## config.mk

```make
export PLATFORM = sky130hd
export DESIGN_NAME = two_tap_adpcm_block_decoder_core
export DESIGN_NICKNAME = d
export VERILOG_FILES = /design/src/hdl/tta_pkg.sv /design/src/hdl/tta_predict.sv /design/src/hdl/two_tap_adpcm_block_decoder_core.sv
export SDC_FILE = /design/constraint.sdc
export NUM_CORES = 2
export LEC_CHECK = 0
export CAP_MARGIN = 10
export CORE_ASPECT_RATIO = 0.9
export CORE_MARGIN = 4
export CORE_UTILIZATION = 30
export CTS_BUF_LIST = sky130_fd_sc_hd__clkbuf_8
export DETAILED_ROUTE_END_ITERATION = 6
export DONT_BUFFER_PORTS = 1
export PLACE_DENSITY_LB_ADDON = 0.3
export SYNTH_ARGS = -nofsm -noshare
export SYNTH_HDL_FRONTEND = slang
export SYNTH_HIERARCHICAL = 1
export SYNTH_SLANG_ARGS = --single-unit
```

## constraint.sdc

```tcl
create_clock -name clk -period 37 [get_ports clk]
set_input_delay 1.85 -clock clk [delete_from_list [all_inputs] [get_ports clk]]
set_output_delay 1.85 -clock clk [all_outputs]
set_load 0.02 [all_outputs]
```

## src/hdl/tta_pkg.sv

```systemverilog
package tta_pkg;

	// Number of channels with their own history entry.
	localparam int MAX_CHANNELS = 8;
	localparam int CH_W = (MAX_CHANNELS > 1) ? $clog2(MAX_CHANNELS) : 1;

	// Input commands.
	localparam logic [1:0] CMD_SCALE   = 2'd0;
	localparam logic [1:0] CMD_SAMPLE  = 2'd1;
	localparam logic [1:0] CMD_PRELOAD = 2'd2;

	// Coding modes.
	localparam logic [2:0] MODE_FIXED  = 3'd2;
	localparam logic [2:0] MODE_LINEAR = 3'd3;
	localparam logic [2:0] MODE_EXP    = 3'd4;

	// Configuration register indexes.
	localparam logic [2:0] REG_CODING_MODE   = 3'd0;
	localparam logic [2:0] REG_CODE_BITS     = 3'd1;
	localparam logic [2:0] REG_BLOCK_SAMPLES = 3'd2;
	localparam logic [2:0] REG_COEF_NEWER    = 3'd3;
	localparam logic [2:0] REG_COEF_OLDER    = 3'd4;

	// Channel-0 scale word that terminates the stream.
	localparam logic [15:0] END_WORD = 16'h8001;

	// Output clamp limits.
	localparam logic signed [15:0] PCM_MAX = 16'sh7FFF;
	localparam logic signed [15:0] PCM_MIN = 16'sh8000;

	// Work carried from the accept cycle into the history stage.
	typedef struct packed {
		logic                     sample;
		logic                     preload;
		logic [CH_W-1:0]          ch;
		logic signed [33:0]       sprod;
		logic signed [15:0]       wn;
		logic signed [15:0]       wo;
		logic                     last;
		logic signed [15:0]       pre_newer;
		logic signed [15:0]       pre_older;
	} s1_item_t;

	// Fixed coefficient pairs for the fixed predictor table, newer tap in the upper half.
	function automatic logic [31:0] fixed_pair(input logic [1:0] pick);
		logic [31:0] pair;
		case (pick)
			2'd0: pair = {16'h0000, 16'h0000};
			2'd1: pair = {16'h0F00, 16'h0000};
			2'd2: pair = {16'h1CC0, 16'hF300};
			2'd3: pair = {16'h1880, 16'hF240};
			default: pair = '0;
		endcase
		return pair;
	endfunction

endpackage

```

## src/hdl/tta_predict.sv

```systemverilog
// Two-tap prediction: weighted history taps, each floored by 12 bits, plus the
// scaled code, clamped to 16 bits.
module tta_predict (
	input  tta_pkg::s1_item_t  item,
	input  logic signed [15:0] hist_newer,
	input  logic signed [15:0] hist_older,
	output logic signed [15:0] pcm
);

	logic signed [31:0] prod_newer;
	logic signed [31:0] prod_older;
	logic signed [31:0] tap_newer;
	logic signed [31:0] tap_older;
	logic signed [34:0] acc;

	assign prod_newer = item.wn * hist_newer;
	assign prod_older = item.wo * hist_older;
	assign tap_newer  = prod_newer >>> 12;
	assign tap_older  = prod_older >>> 12;
	assign acc        = 35'(item.sprod) + 35'(tap_newer) + 35'(tap_older);

	always_comb begin
		if (acc > 35'(tta_pkg::PCM_MAX)) begin
			pcm = tta_pkg::PCM_MAX;
		end else if (acc < 35'(tta_pkg::PCM_MIN)) begin
			pcm = tta_pkg::PCM_MIN;
		end else begin
			pcm = acc[15:0];
		end
	end

endmodule

```

## src/hdl/two_tap_adpcm_block_decoder_core.sv

```systemverilog
// Channel      | Direction | Handshake             | Payload
// cfg          | in        | cfg_valid / cfg_ready | cfg_index, cfg_data
// in           | in        | in_valid / in_ready   | command, channel, word, preload_newer,
//              |           |                       | preload_older
// out          | out       | out_valid / out_ready | pcm_sample, sample_channel, last_in_block
//
// One word is taken per clock cycle except during a stall. The accepting edge of a coded
// sample also reads its history entry; the history stage runs the multiply-add and loads
// the output register. Reset clears all control state and marks every history entry as
// unwritten, so an unwritten entry reads as zero; there is no clearing pass.
// The input stalls only while a decoded sample waits in the history stage behind a
// full output register that is not being drained.
module two_tap_adpcm_block_decoder_core (
	input  logic               clk,
	input  logic               arst_n,

	input  logic               cfg_valid,
	output logic               cfg_ready,
	input  logic [2:0]         cfg_index,
	input  logic [15:0]        cfg_data,

	input  logic               in_valid,
	output logic               in_ready,
	input  logic [1:0]         command,
	input  logic [2:0]         channel,
	input  logic [15:0]        word,
	input  logic signed [15:0] preload_newer,
	input  logic signed [15:0] preload_older,

	output logic               out_valid,
	input  logic               out_ready,
	output logic signed [15:0] pcm_sample,
	output logic [2:0]         sample_channel,
	output logic               last_in_block
);

	// Configuration registers.
	logic [2:0]         coding_mode_q;
	logic [3:0]         code_bits_q;
	logic [9:0]         block_samples_q;
	logic signed [15:0] coef_newer_q;
	logic signed [15:0] coef_older_q;

	// Block state, updated when a word is accepted.
	logic [tta_pkg::CH_W-1:0] cur_ch_q;
	logic [16:0]              step_q;
	logic signed [15:0]       wn_q;
	logic signed [15:0]       wo_q;
	logic [9:0]               samples_left_q;
	logic                     stream_ended_q;

	// History memory: newer tap in the upper half, older tap in the lower half.
	logic [31:0]                       hist_mem [tta_pkg::MAX_CHANNELS];
	logic [tta_pkg::MAX_CHANNELS-1:0]  hist_vld_q;
	logic [31:0]                       rd_data_q;
	logic                              rd_vld_q;

	// Last memory write, kept for the item that read the memory at that same edge.
	logic                     wb_valid_q;
	logic [tta_pkg::CH_W-1:0] wb_ch_q;
	logic [31:0]              wb_data_q;

	tta_pkg::s1_item_t s1_q;
	logic              s1_valid_q;
	tta_pkg::s1_item_t s1_next;

	logic out_valid_q;

	logic        in_acc;
	logic        advance;
	logic        ch_ok;
	logic        end_word;
	logic        scale_go;
	logic        sample_go;
	logic        preload_go;
	logic [16:0] new_step;
	logic [31:0] new_pair;
	logic [3:0]  bits_eff;
	logic [3:0]  sh;
	logic [15:0] code_shl;
	logic signed [15:0] code_val;

	logic signed [15:0] hist_newer;
	logic signed [15:0] hist_older;
	logic signed [15:0] pcm_s1;
	logic               wr_en;
	logic [31:0]        wr_data;

	assign cfg_ready = 1'b1;

	always_ff @(posedge clk or negedge arst_n) begin
		if (!arst_n) begin
			coding_mode_q   <= tta_pkg::MODE_LINEAR;
			code_bits_q     <= 4'd4;
			block_samples_q <= 10'd32;
			coef_newer_q    <= '0;
			coef_older_q    <= '0;
		end else if (cfg_valid && cfg_ready) begin
			case (cfg_index)
				tta_pkg::REG_CODING_MODE:   coding_mode_q   <= cfg_data[2:0];
				tta_pkg::REG_CODE_BITS:     code_bits_q     <= cfg_data[3:0];
				tta_pkg::REG_BLOCK_SAMPLES: block_samples_q <= cfg_data[9:0];
				tta_pkg::REG_COEF_NEWER:    coef_newer_q    <= cfg_data;
				tta_pkg::REG_COEF_OLDER:    coef_older_q    <= cfg_data;
				default: ;
			endcase
		end
	end

	// The pipeline only holds when a sample has nowhere to go.
	assign advance  = !(s1_valid_q && s1_q.sample && out_valid_q && !out_ready);
	assign in_ready = advance;
	assign in_acc   = in_valid && in_ready;

	assign ch_ok      = 32'(channel) < tta_pkg::MAX_CHANNELS;
	assign end_word   = (channel == 3'd0) && (word == tta_pkg::END_WORD);
	assign scale_go   = in_acc && (command == tta_pkg::CMD_SCALE) && !stream_ended_q && ch_ok;
	assign sample_go  = in_acc && (command == tta_pkg::CMD_SAMPLE) && !stream_ended_q
		&& (samples_left_q != '0);
	assign preload_go = in_acc && (command == tta_pkg::CMD_PRELOAD) && ch_ok;

	// Step multiplier and weights selected by a scale word.
	always_comb begin
		new_pair = {coef_newer_q, coef_older_q};
		case (coding_mode_q)
			tta_pkg::MODE_EXP: begin
				if (word > 16'd12) begin
					new_step = 17'd1;
				end else begin
					new_step = 17'd1 << (4'd12 - word[3:0]);
				end
			end
			tta_pkg::MODE_FIXED: begin
				new_step = 17'(word[12:0]) + 17'd1;
				new_pair = tta_pkg::fixed_pair(word[14:13]);
			end
			default: begin
				new_step = 17'(word) + 17'd1;
			end
		endcase
	end

	// Sign extension of the coded sample from its code width, at least two bits.
	assign bits_eff = (code_bits_q < 4'd2) ? 4'd2 : code_bits_q;
	assign sh       = 4'(5'd16 - {1'b0, bits_eff});
	assign code_shl = word << sh;
	assign code_val = $signed(code_shl) >>> sh;

	always_comb begin
		s1_next           = '0;
		s1_next.sample    = sample_go;
		s1_next.preload   = preload_go;
		s1_next.ch        = sample_go ? cur_ch_q : channel[tta_pkg::CH_W-1:0];
		s1_next.sprod     = code_val * $signed({1'b0, step_q});
		s1_next.wn        = wn_q;
		s1_next.wo        = wo_q;
		s1_next.last      = samples_left_q == 10'd1;
		s1_next.pre_newer = preload_newer;
		s1_next.pre_older = preload_older;
	end

	always_ff @(posedge clk or negedge arst_n) begin
		if (!arst_n) begin
			cur_ch_q       <= '0;
			step_q         <= 17'd1;
			wn_q           <= '0;
			wo_q           <= '0;
			samples_left_q <= '0;
			stream_ended_q <= 1'b0;
		end else if (scale_go) begin
			if (end_word) begin
				stream_ended_q <= 1'b1;
				samples_left_q <= '0;
			end else begin
				cur_ch_q       <= channel[tta_pkg::CH_W-1:0];
				step_q         <= new_step;
				wn_q           <= new_pair[31:16];
				wo_q           <= new_pair[15:0];
				samples_left_q <= block_samples_q;
			end
		end else if (sample_go) begin
			samples_left_q <= samples_left_q - 10'd1;
		end
	end

	// History stage register.
	always_ff @(posedge clk or negedge arst_n) begin
		if (!arst_n) begin
			s1_valid_q <= 1'b0;
		end else if (advance) begin
			s1_valid_q <= sample_go || preload_go;
		end
	end

	always_ff @(posedge clk) begin
		if (advance) begin
			s1_q <= s1_next;
		end
	end

	// Memory read, registered, issued as a sample is accepted.
	always_ff @(posedge clk) begin
		if (sample_go) begin
			rd_data_q <= hist_mem[cur_ch_q];
		end
		if (wr_en) begin
			hist_mem[s1_q.ch] <= wr_data;
		end
	end

	always_ff @(posedge clk or negedge arst_n) begin
		if (!arst_n) begin
			hist_vld_q <= '0;
			rd_vld_q   <= 1'b0;
		end else begin
			if (sample_go) begin
				rd_vld_q <= hist_vld_q[cur_ch_q];
			end
			if (wr_en) begin
				hist_vld_q[s1_q.ch] <= 1'b1;
			end
		end
	end

	// A write at the edge that read this item's entry is not in the read data yet.
	always_comb begin
		if (wb_valid_q && (wb_ch_q == s1_q.ch)) begin
			hist_newer = wb_data_q[31:16];
			hist_older = wb_data_q[15:0];
		end else if (rd_vld_q) begin
			hist_newer = rd_data_q[31:16];
			hist_older = rd_data_q[15:0];
		end else begin
			hist_newer = '0;
			hist_older = '0;
		end
	end

	tta_predict u_predict (
		.item       (s1_q),
		.hist_newer (hist_newer),
		.hist_older (hist_older),
		.pcm        (pcm_s1)
	);

	assign wr_en   = s1_valid_q && advance;
	assign wr_data = s1_q.sample ? {pcm_s1, hist_newer} : {s1_q.pre_newer, s1_q.pre_older};

	always_ff @(posedge clk or negedge arst_n) begin
		if (!arst_n) begin
			wb_valid_q <= 1'b0;
		end else if (advance) begin
			wb_valid_q <= wr_en;
		end
	end

	always_ff @(posedge clk) begin
		if (advance) begin
			wb_ch_q   <= s1_q.ch;
			wb_data_q <= wr_data;
		end
	end

	// Output register.
	always_ff @(posedge clk or negedge arst_n) begin
		if (!arst_n) begin
			out_valid_q <= 1'b0;
		end else if (s1_valid_q && s1_q.sample && advance) begin
			out_valid_q <= 1'b1;
		end else if (out_ready) begin
			out_valid_q <= 1'b0;
		end
	end

	always_ff @(posedge clk) begin
		if (s1_valid_q && s1_q.sample && advance) begin
			pcm_sample     <= pcm_s1;
			sample_channel <= 3'(s1_q.ch);
			last_in_block  <= s1_q.last;
		end
	end

	assign out_valid = out_valid_q;

	// A coded sample outside an open block must not reach the history stage.
	a_skip_sample: assert property (@(posedge clk) disable iff (!arst_n)
		in_valid && in_ready && (command == tta_pkg::CMD_SAMPLE)
		&& ((samples_left_q == '0) || stream_ended_q)
		|=> !(s1_valid_q && s1_q.sample))
		else $error("sample outside a block entered the history stage");

	// A blocked sample stays in the history stage with its channel.
	a_hold_stall: assert property (@(posedge clk) disable iff (!arst_n)
		s1_valid_q && s1_q.sample && out_valid && !out_ready
		|=> s1_valid_q && s1_q.sample && $stable(s1_q.ch))
		else $error("stalled sample lost from the history stage");

	// Once ended, the stream stays ended with no samples left.
	a_stream_end: assert property (@(posedge clk) disable iff (!arst_n)
		stream_ended_q |=> stream_ended_q && (samples_left_q == '0))
		else $error("stream end state changed");

endmodule

```

Word level (Yosys, flattened, before mapping)
Memories as Yosys holds them, arrays and structs flattened. A register that Yosys moved wholly into a read port is not among the register bits.
Cells that the tools add are included.
- add/sub/neg operators: 7
- multiply operators: 3
- $lt $le $gt $ge: 7
- equality and inequality tests: 14
- shift-type cells: 3
- multiplexer cells: 24
- bitwise logic cells: 2
- reductions and logical operators: 33
- operators by type and width (operator ; count):
    $pmux W32 S4 ; 1
    $mux W16 ; 6
    $mul A16 B16 Y32 ; 2
    $mux W32 ; 2
    $add A34 B20 Y35 ; 1
    $add A35 B20 Y35 ; 1
    $gt A35 B16 Y1 const B ; 1
    $lt A35 B16 Y1 const B ; 1
    $mul A16 B18 Y34 ; 1
    $pmux W17 S2 ; 1
    $mux W10 ; 3
    $add A16 B1 Y17 const B ; 1
    $mux W17 ; 1
    $shl A1 B4 Y17 const A ; 1
    $eq A16 B16 Y1 const B ; 1
    $gt A16 B4 Y1 const B ; 1
    $shl A16 B4 Y16 ; 1
    $sshr A16 B4 Y16 ; 1
    $logic_and A1 B1 Y1 ; 15
    $add A13 B1 Y14 const B ; 1
    $reduce_and A2 Y1 ; 7
    $eq A10 B1 Y1 const B ; 1
    $reduce_bool A10 Y1 ; 1
    $sub A10 B1 Y10 const B ; 1
    other kinds (23) ; 40
- register bits: 282
- memory bits (writable): 256
- input bits: 77
- output and inout port bits: 23
- logic and storage cells: 123
- memories: 1
- memories (name ; depth ; width ; rd ports ; clocked after Yosys merged registers in ; wr ports ; RTL line ; text):
    hist_mem ; 8 ; 32 ; 1 ; 1 ; 1 ; two_tap_adpcm_block_decoder_core.sv:53 ; logic [31:0] hist_mem [tta_pkg::MAX_CHANNELS];

Longest topological paths before layout
- depth after elaboration: 10
- depth in mapped cells: 46
- depth with buffers taken out: 42

Modules after synthesis
Netlist, hierarchy kept.
- by module, submodules not included (module ; times used ; cells each ; area an instance (um2) ; seq. area each (um2)):
    two_tap_adpcm_block_decoder_core ; 1 ; 2594 ; 33113.0 ; 16532.1
    tta_predict ; 1 ; 2502 ; 22146.2 ; 0.0

Worst setup path before layout
Ideal clock, no wire load.
- path kind: reg2reg
- start point: reg s1_q[101] in the netlist's numbering
- end point: mem hist_mem[0][21] (data pin)
- library setup time: 0.275 ns
- data arrival time: 12.581 ns
- data required time: 36.725 ns
- slack: 24.144 ns
- stages on the path, launching flop included: 42
- buffers on the path: 3
- period minus slack after synthesis: 12.856 ns
- cells stage by stage: edfxtp_1 xor2_1 nor4_1 clkbuf_1 nand2_1 o21ai_0 clkbuf_1 nand2_1 fa_1 fa_1 fa_1 inv_1 fa_1 fa_1 inv_1 fa_1 inv_1 ha_1 (+6 left out) a311oi_1 a211o_1 xnor2_1 fa_1 inv_1 ha_1 a21o_1 a21o_1 a2111oi_4 o31ai_1 a311oi_2 o21ai_1 xnor2_2 nor3b_1 a41oi_2 buf_6 a21o_1 mux2_2
- cells in the longest elaborated chain, start to end: 10
- elaborated cells between the ends (all ways): 13
- classes of those cells: add/sub (2); mul (2); order compare (2); eq/ne (1); mux (5); reduce/logical (1)
- ends and longest elaborated chain (what ; RTL line ; text):
    start: declaration ; two_tap_adpcm_block_decoder_core.sv:63 ; tta_pkg::s1_item_t s1_q;
    start signal: assignment ; two_tap_adpcm_block_decoder_core.sv:197 ; s1_q <= s1_next;
    $eq A3 B3 Y1 (*) ; two_tap_adpcm_block_decoder_core.sv:227 ; if (wb_valid_q && (wb_ch_q == s1_q.ch)) begin
    $logic_and A1 B1 Y1 (*) ; two_tap_adpcm_block_decoder_core.sv:227 ;
    $mux W16 (*) ; two_tap_adpcm_block_decoder_core.sv:227 ;
    net hist_newer[3] ; two_tap_adpcm_block_decoder_core.sv:83 ; logic signed [15:0] hist_newer;
    $mul A16 B16 Y32 (*) ; tta_predict.sv:16 ; assign prod_newer = item.wn * hist_newer;
    $add A34 B20 Y35 (*) ; tta_predict.sv:20 ; assign acc = 35'(item.sprod) + 35'(tap_newer) + 35'(tap_older);
    $add A35 B20 Y35 (*) ; tta_predict.sv:20 ;
    $lt A35 B16 Y1 ; tta_predict.sv:25 ; end else if (acc < 35'(tta_pkg::PCM_MIN)) begin
    $mux W16 ; tta_predict.sv:25 ;
    $mux W16 (*) ; tta_predict.sv:23 ; if (acc > 35'(tta_pkg::PCM_MAX)) begin
    net pcm_s1[5] ; two_tap_adpcm_block_decoder_core.sv:85 ; logic signed [15:0] pcm_s1;
    $mux W32 (*) ; two_tap_adpcm_block_decoder_core.sv:247 ; assign wr_data = s1_q.sample ? {pcm_s1, hist_newer} : {s1_q.pre_newer, s1_q.pre_older};
    net wr_data[21] ; two_tap_adpcm_block_decoder_core.sv:87 ; logic [31:0] wr_data;
    end: declaration ; two_tap_adpcm_block_decoder_core.sv:53 ;
Mark *: on every way through the listed nets, which the timed path passes. The rest lies on a longest branch.

Worst setup path after layout
- start point: reg s1_q[101] in the netlist's numbering
- end point: mem hist_mem[1][16] (data pin)
The elaborated chain is that of the path after synthesis.

==> reports/metrics.csv <==
metric,value,unit
port bufs,0,
clock tree root driver cell,clkbuf_8,
Die X,460,um
wire length of the first global-routing pass,233000,um
ANT nets after route,0,
Ys Warns,6,
Post-CTS Setup Bufs,0,
Worst path max stage delay,0.59,ns
reg2reg start,s1_q[101]$_DFFE_PN_,
GRT Util Overall,0.157,
critical path class,register to register,
Core ar.,183000,um2
Worst R2R End,hist_mem[1][16]$_DFFE_PP_,
Gate Count Post-Synth,5095,
Final Max Tran Viols,0,
R2R cell count,43,
critical path peak fanout,38,
drt drc,0,
Placed Area,58100,um2
hold endpoint,s1_q[33]$_DFFE_PN_,
Crit-path slowest cell,a41oi_2,
cts repair resizes,0,
synthesized area,55200,um2
Synth Area per Inst,10.8,um2
post-route design area,59800,um2
drt wl/cell,19.6,um
Final Hold Viols,0,
Syn Nets,6265,
multi-input logic area,34400,um2
max capacitance violation total,0,
total negative slack,0,ns
Hold Path Origin,wo_q[0]$_DFFE_PN0P_,
Num CTS Buffers,86,
largest net degree at the start of global routing,125,
share of cells above drive strength 1,0.0974,
final worst-path cycle share,0.370,
status,completed,
Setup WS post-layout,23.33,ns
area delta synth->final,8.22,%
Final HPWL DP,112000,um
later-pin clock latency in the skew report,0.75,ns
effective utilization at floorplan,0.302,
worst path buffer plus inverter count,9,
R2R setup slack,23.33,ns
Chip Height,415,um
initial antenna violation count,6,
Via density,4.80,
Hold Path Class,register to register,
Ports,100,
clock-pin slew on the worst setup and hold paths,0.07,ns
"Top cell by count, worst path",fa_1,
CP endpoint kind,register,
Vias,36200,
initial DRC count,2373,
Peak Freq,73.1,MHz
max_slew headroom,0.216,
Num Clock Sinks,570,
Worst Max-Slew Pin Slew,1.17,ns
Die ar.,191000,um2
Layout Skew,0.0292,ns
cts hold-fix bufs,0,
CTS max path bufs,3,
Storage cell area,16500,um2
CTS tree,done,
Site Rows,149,
GP Congestion,0.852,
Routed WL,148000,um
critical path launch point type,register,
pre-CTS WS,23.39,ns
CP arrival,14.13,ns
H-tree depth,3,
Nets,6219,
number of fill cells,18600,
Required @ worst endpoint,37.46,ns
vias in the first global route,38300,
Final setup viols,0,
post-layout minimum cycle time,13.67,ns
Hold Path Stages,0,
RSZ-0062 raised after global routing,no,
Detailed Routing Iterations Pass 1,5,
Top delay family on crit path,compound AO/OA/AOI/OAI gates,
final global-route overflow total,0,
-- flip-flops by register name, summed over array words and instances (netlist names), 3 cells and up --
signal	count
hist_mem	256
coef_newer_q	16
block_samples_q	10
samples_left_q	10
cur_ch_q	3
sample_channel	3
hist_vld_q	8
pcm_sample	16
rd_data_q	32
s1_q	103
wb_ch_q	3
wn_q	16
coef_older_q	16
code_bits_q	4
coding_mode_q	3
wb_data_q	32
step_q	17
wo_q	16
-- metrics by stage --
stage          hold slack, ns  cells   util
2_1_floorplan           0.400   5095      -
3_3_place_gp            0.431   7369  0.317
3_5_place_dp            0.432   7377  0.318
4_1_cts                 0.425   7531  0.326
5_1_grt                 0.450   7533  0.326
6_report                0.444   7535  0.326
-- area by class of cell --
type / count / area share
Timing Repair Buffer: 83 / 0.0106
Clock inverter: 62 / 0.00590
Multi-Input combinational cell: 3344 / 0.575
Sequential cell: 570 / 0.276
Clock buffer: 92 / 0.0212
Antenna cell: 4 / 0.000167
Inverter: 964 / 0.0606
Tap cell: 2416 / 0.0506
-- per-layer routing --
layer | vias up | routed length [um] | GRT usage
li1 | 16300 | - | -
met1 | 18800 | 70400 | 0.233
met2 | 905 | 67400 | 0.246
met3 | 131 | 7820 | 0.0227
met4 | 0 | 2340 | 0.0261
met5 | - | 0 | 0
-- how the worst max path moves through the flow --
stage | from | endpoint | depth (start not counted)
global route | s1_q[101]$_DFFE_PN_ | hist_mem[1][16]$_DFFE_PP_ | 43
detailed placement | s1_q[101]$_DFFE_PN_ | hist_mem[1][16]$_DFFE_PP_ | 42
global placement | s1_q[100]$_DFFE_PN_ | hist_mem[0][16]$_DFFE_PP_ | 38
CTS | s1_q[101]$_DFFE_PN_ | hist_mem[1][16]$_DFFE_PP_ | 42
floorplan | s1_q[101]$_DFFE_PN_ | hist_mem[0][21]$_DFFE_PP_ | 41
finish | s1_q[101]$_DFFE_PN_ | hist_mem[1][16]$_DFFE_PP_ | 43
-- placed cells by master (no fill, tap or decap), types with 8 or more instances in the layout --
master / instances
a21oi_1: 127
dfrtp_1: 116
inv_1: 991
ha_1: 328
and2_1: 322
clkbuf_8: 92
mux2_2: 122
o21ai_0: 73
and4_1: 9
a211oi_1: 10
xor2_1: 47
o21bai_1: 8
o2111ai_1: 9
nand3b_1: 10
and3_1: 37
buf_4: 81
mux4_2: 77
fa_1: 765
a211o_1: 10
nand3_1: 89
o21a_1: 14
clkinv_1: 15
a31oi_1: 17
nor2_1: 142
nand4_1: 21
nor2b_1: 38
nand2b_1: 41
nor3_1: 35
mux2i_1: 20
a21o_1: 54
xnor2_1: 84
clkinv_2: 9
nand2_1: 580
edfxtp_1: 446
o21ai_1: 36
o211ai_1: 19
or2_2: 23
Power is not shown: default switching activity piles up to over one toggle a cycle in this logic, so the estimate is an artifact.
